**src/rtl/core/plc_pkg.sv**
```systemverilog
// ----------------------------------------------------------------------------
// plc_pkg
// Types, constants and the boundary test shared by the line clipper modules.
// ----------------------------------------------------------------------------
package plc_pkg;

  localparam int CoordBits = 16;
  localparam int FracBits  = 16;
  localparam int DiffBits  = CoordBits + 1;
  localparam int TBits     = FracBits + 2;
  localparam int QuotBits  = FracBits + 2;
  localparam int DivSteps  = FracBits + 1;
  localparam int DivLat    = DivSteps + 1;
  localparam int ProdBits  = DiffBits + FracBits + 1;
  localparam int NumBnd    = 4;

  typedef logic signed [CoordBits-1:0] coord_t;
  typedef logic signed [DiffBits-1:0]  diff_t;
  typedef logic        [DiffBits-1:0]  mag_t;
  typedef logic signed [TBits-1:0]     tpar_t;
  typedef logic        [ProdBits-1:0]  prod_t;

  localparam tpar_t TZero  = '0;
  localparam tpar_t TOne   = {2'b01, {FracBits{1'b0}}};
  localparam tpar_t TAbove = {2'b01, {(FracBits-1){1'b0}}, 1'b1};
  localparam tpar_t TBelow = '1;

  typedef enum logic [2:0] {
    CLS_PASS,
    CLS_REJECT,
    CLS_ZERO,
    CLS_BELOW,
    CLS_ABOVE,
    CLS_DIV
  } tcls_e;

  typedef enum logic [1:0] {
    REG_CLIP_LEFT,
    REG_CLIP_BOTTOM,
    REG_CLIP_RIGHT,
    REG_CLIP_TOP
  } cfg_reg_e;

  typedef struct packed {
    coord_t              x0;
    coord_t              y0;
    coord_t              x1;
    coord_t              y1;
    diff_t               dx;
    diff_t               dy;
    tcls_e [NumBnd-1:0]  cls;
    logic  [NumBnd-1:0]  p_neg;
  } side_t;

  typedef struct packed {
    logic  ok;
    tpar_t t_in;
    tpar_t t_out;
  } bnd_t;

  function automatic bnd_t bound_step(bnd_t b, tcls_e cls, logic p_neg, tpar_t t);
    bnd_t r;
    r = b;
    if (b.ok) begin
      case (cls)
        CLS_PASS:   r = b;
        CLS_REJECT: r.ok = 1'b0;
        default: begin
          if (p_neg) begin
            if (t > b.t_in) r.t_in = t;
            if (t > b.t_out) r.ok = 1'b0;
          end else begin
            if (t < b.t_out) r.t_out = t;
            if (t < b.t_in) r.ok = 1'b0;
          end
        end
      endcase
    end
    return r;
  endfunction

endpackage

```
**src/rtl/core/plc_div.sv**
```systemverilog
// ----------------------------------------------------------------------------
// plc_div
// Pipelined restoring divider, one quotient bit per stage, for num <= den.
// ----------------------------------------------------------------------------
module plc_div
  import plc_pkg::*;
(
  input  logic                clk_i,
  input  logic                en_i,
  input  mag_t                num_i,
  input  mag_t                den_i,
  output logic [QuotBits-1:0] quot_o
);

  logic [DiffBits:0]   rem_q  [DivLat];
  logic [QuotBits-1:0] quot_q [DivLat];
  mag_t                den_q  [DivLat];

  always_ff @(posedge clk_i) begin
    if (en_i) begin
      den_q[0] <= den_i;
      if (num_i >= den_i) begin
        rem_q[0]  <= {1'b0, num_i - den_i};
        quot_q[0] <= QuotBits'(1);
      end else begin
        rem_q[0]  <= {1'b0, num_i};
        quot_q[0] <= '0;
      end
    end
  end

  for (genvar k = 1; k < DivLat; k++) begin : g_step
    logic [DiffBits:0] sh;
    logic              ge;
    assign sh = {rem_q[k-1][DiffBits-1:0], 1'b0};
    assign ge = (sh >= {1'b0, den_q[k-1]});
    always_ff @(posedge clk_i) begin
      if (en_i) begin
        den_q[k]  <= den_q[k-1];
        rem_q[k]  <= ge ? sh - {1'b0, den_q[k-1]} : sh;
        quot_q[k] <= {quot_q[k-1][QuotBits-2:0], ge};
      end
    end
  end

  assign quot_o = quot_q[DivLat-1];

endmodule

```
**config.mk**
```make
export PLATFORM = sky130hd
export DESIGN_NAME = plc_div
export DESIGN_NICKNAME = d
export VERILOG_FILES = /design/src/rtl/core/plc_pkg.sv /design/src/rtl/core/plc_div.sv
export SDC_FILE = /design/constraint.sdc
export NUM_CORES = 1
export LEC_CHECK = 0
export ABC_AREA = 1
export ABC_CLOCK_PERIOD_IN_PS = 2400
export CAP_MARGIN = 15
export CORE_UTILIZATION = 55
export DETAILED_ROUTE_END_ITERATION = 12
export DONT_BUFFER_PORTS = 1
export PLACE_DENSITY = 0.7
export SETUP_SLACK_MARGIN = 0.05
export SYNTH_ARGS = -nofsm -noshare
export SYNTH_HDL_FRONTEND = slang
export SYNTH_SLANG_ARGS = --single-unit
export TNS_END_PERCENT = 50
```
**constraint.sdc**
```tcl
create_clock -name clk_i -period 2.4 [get_ports clk_i]
set_input_delay 0.36 -clock clk_i [delete_from_list [all_inputs] [get_ports clk_i]]
set_output_delay 0.36 -clock clk_i [all_outputs]
set_load 0.01 [all_outputs]
```
==> qor.yml <==
critical_path:
  crit_type: "in -> reg"
  reg2reg_from: "den_q[4][10]"
  worstSetupStartpointType: "input pin"
  cp.arrival_ns: 3.13
  startpoint: "en_i"
  critPathRequiredTime_ns: 1.06
  crit_path_max_fanout: 708
  cp-end-kind: "flop"
pwr:
  intPower_mw: 38.1
  net-switching-power_mw: 27.1
  ir_worst_vdd_mv: 0.640
  pwr-share-comb_pct: 46.3
  pwr-share-seq_pct: 32.9
  power_mw: 65.2
  swShare_pct: 41.6
  p_clk_share_pct: 20.8
  p_per_area_mw_per_mm2: 1230
  leakage_nw: 27.1
status:
  violations: "max-slew violations, negative setup slack"
  outcome: "complete, but fails checks"
cts:
  htreeDepth: 3
  cts-root-buf: "clkbuf_16"
  clk_pin_slew_ns: 0.06
  cts_buffers: 83
  clk_latency_ns: 0.65
  tritoncts: "built"
  clkSinkCount: 749
  cts.path.max_buffers: 3
drt:
  postRouteAntennaNets: 0
  drt-initial-drc-count: 2901
  vias: 36800
  drc_errors: 0
  via_per_inst: 5.13
  dr.pass1.iters: 8
  totalWireLength_mm: 114
  avgRoutedWirePerCell_um: 15.9
logic_synthesis:
  netlist_area_mm2: 0.0473
  syn-num-nets: 6149
  ys.flop_type: "edfxtp_1"
  yosysUniqueCellTypes: 37
  synth_edf_count: 749
  yosysWarnings: 0
  synthCells: 5791
  ys_ff_latch: 749
  avgSynthCellArea_um2: 8.17
  synth_seq_area_share_pct: 47.5
  ys_async_sr_fraction_pct: 0
final_layout:
  mostFrequentLayoutCells: "nand2_1, inv_1, edfxtp_1, nand3_1, ha_1"
  n_antenna_cell: 0
  drive_gt1_share_pct: 7.10
  final_cell_area_mm2: 0.0528
  syn2layout_area_growth_pct: 11.6
  final_common_cell: "nand2_1"
  layout.nets: 6321
sta:
  fin_crit_ns: 4.46
  final_hold_viol_count: 0
  rsz0062_at_grt: "true"
  drv_slew: 661
  setup_violations: 547
  slew_headroom_pct: -290
  worst_pin_slew_ns: 5.85
  fin_crit_sh_pct: 186
  fin_skew_ns: 0.0284
  worst_slack_ns: -2.06
  fmax_ghz: 0.224
floorplanning:
  core-area_mm2: 0.0851
  die_area_mm2: 0.0872
  start_util_pct: 55.6
  die_h_um: 295
  rows: 107
  ios: 54
  die_w_um: 295
placed_design:
  post_dp_cell_area_mm2: 0.0489
  port_buffers: 0
  dpl.hpwl_mm: 86.0
  place_congestion: 0.964
global_routing:
  grt_max_degree: 709
  grt_pass1_wl_mm: 179
  grt_pass1_vias: 34700
  grt_overflow_total: 0
  antenna_found_initial: 0
  grt_use_total_pct: 26.0
hold_path:
  min_from: "en_i"
  hold_path.class: "in -> reg"
flow_run:
  maxCapViolations: 0
-- worst paths after layout --
| check | to | slack, ns | cells past startpoint |
|---|---|---|---|
| max | den_q[11][9] | -2.06 | 0 |
| min | den_q[4][14] | 0.06 | 0 |
| max reg2reg | rem_q[5][16] | 0.12 | 9 |
| min reg2reg | quot_q[9][7] | 0.41 | 0 |
-- area by class of cell --
| class | count | area (um2) |
|---|---|---|
| multi-input cells | 3838 | 20400 |
| clock buffers | 93 | 2160 |
| repair buffers | 140 | 1230 |
| clock inverters | 61 | 749 |
| inverters | 1151 | 4320 |
| well taps | 1144 | 1430 |
| flip-flops and latches | 749 | 22500 |
| fillers | 7458 | 32300 |
-- routing by layer --
layer  GRT usage (%)  share of wire [%]
met5               0                  0
met2            43.7                 47
met1            33.8                 44
met3            3.44                4.9
met4            11.1                4.4
-- Yosys cell counts, types with 17 or more instances --
cell | instances | share of area, %
edfxtp_1 | 749 | 48
xnor2_1 | 41 | 0.76
a21oi_1 | 168 | 1.8
nand2_2 | 50 | 0.66
nand3_1 | 504 | 5.3
buf_4 | 37 | 0.59
inv_1 | 1144 | 9.1
nand2_4 | 33 | 0.79
xor2_1 | 78 | 1.4
nand4_1 | 90 | 1.2
fa_1 | 17 | 0.72
and2_1 | 25 | 0.33
and3_1 | 17 | 0.22
nor3_1 | 39 | 0.41
nor2_1 | 209 | 1.7
nand2_1 | 2156 | 17
ha_1 | 305 | 8.1
o21ai_0 | 20 | 0.21
-- power by group through the flow --
stage / sequential [mW] / combinational, mW / clock (mW)
after floorplan: 20.2 / 22.6 / 0
after global placement: 21.6 / 28.4 / 0
after detailed placement: 21.6 / 28.9 / 0
after CTS: 21.4 / 29.2 / 13.8
after global routing: 21.6 / 34.4 / 14.3
final: 21.4 / 30.2 / 13.5
-- what timing repair did --
item | 4_1_cts | 5_1_grt
pin swaps | 0 | 11
setup buffers | 2 | 26
resized for setup | 3 | 55
hold buffers | 35 | 0
gates cloned | 0 | 8
setup endpoints to repair | 40 | 233
hold endpoints to repair | 77 | 0
-- logic make-up (layout without fill, tap and decap cells) --
logic type	Yosys count	in the layout	share of synthesized area (%)
and+or+nand+nor	3181	3189	28.7
AOI/OAI and AO/OA	208	208	2.62
buffers and inverters	1212	1445	10.2
adders and majority gates	322	322	8.78
DFF	749	749	47.5
xor gates and xnor gates	119	119	2.20
-- metrics by stage --
stage | TNS (ns) | hold WS (ns) | worst slack [ns] | utilization (%) | cells
floorplan | 0 | 0.400 | 0.391 | - | 5791
global placement | 0 | 0.401 | 0.00241 | 57.4 | 6951
detailed placement | -0.00823 | 0.405 | -0.00823 | 57.4 | 6951
CTS | 0 | 0.0195 | 0.0422 | 61.3 | 7142
global route | -0.00835 | 0.00339 | -0.00835 | 62.0 | 7176
finish | -860.38 | 0.0599 | -2.06 | 62.0 | 7176
-- state kept, by name (all words and copies together), names as in the netlist --
| register | count |
|---|---|
| den_q | 289 |
| quot_q | 171 |
| rem_q | 289 |
No activity file was read; power rests on OpenSTA's default activity.
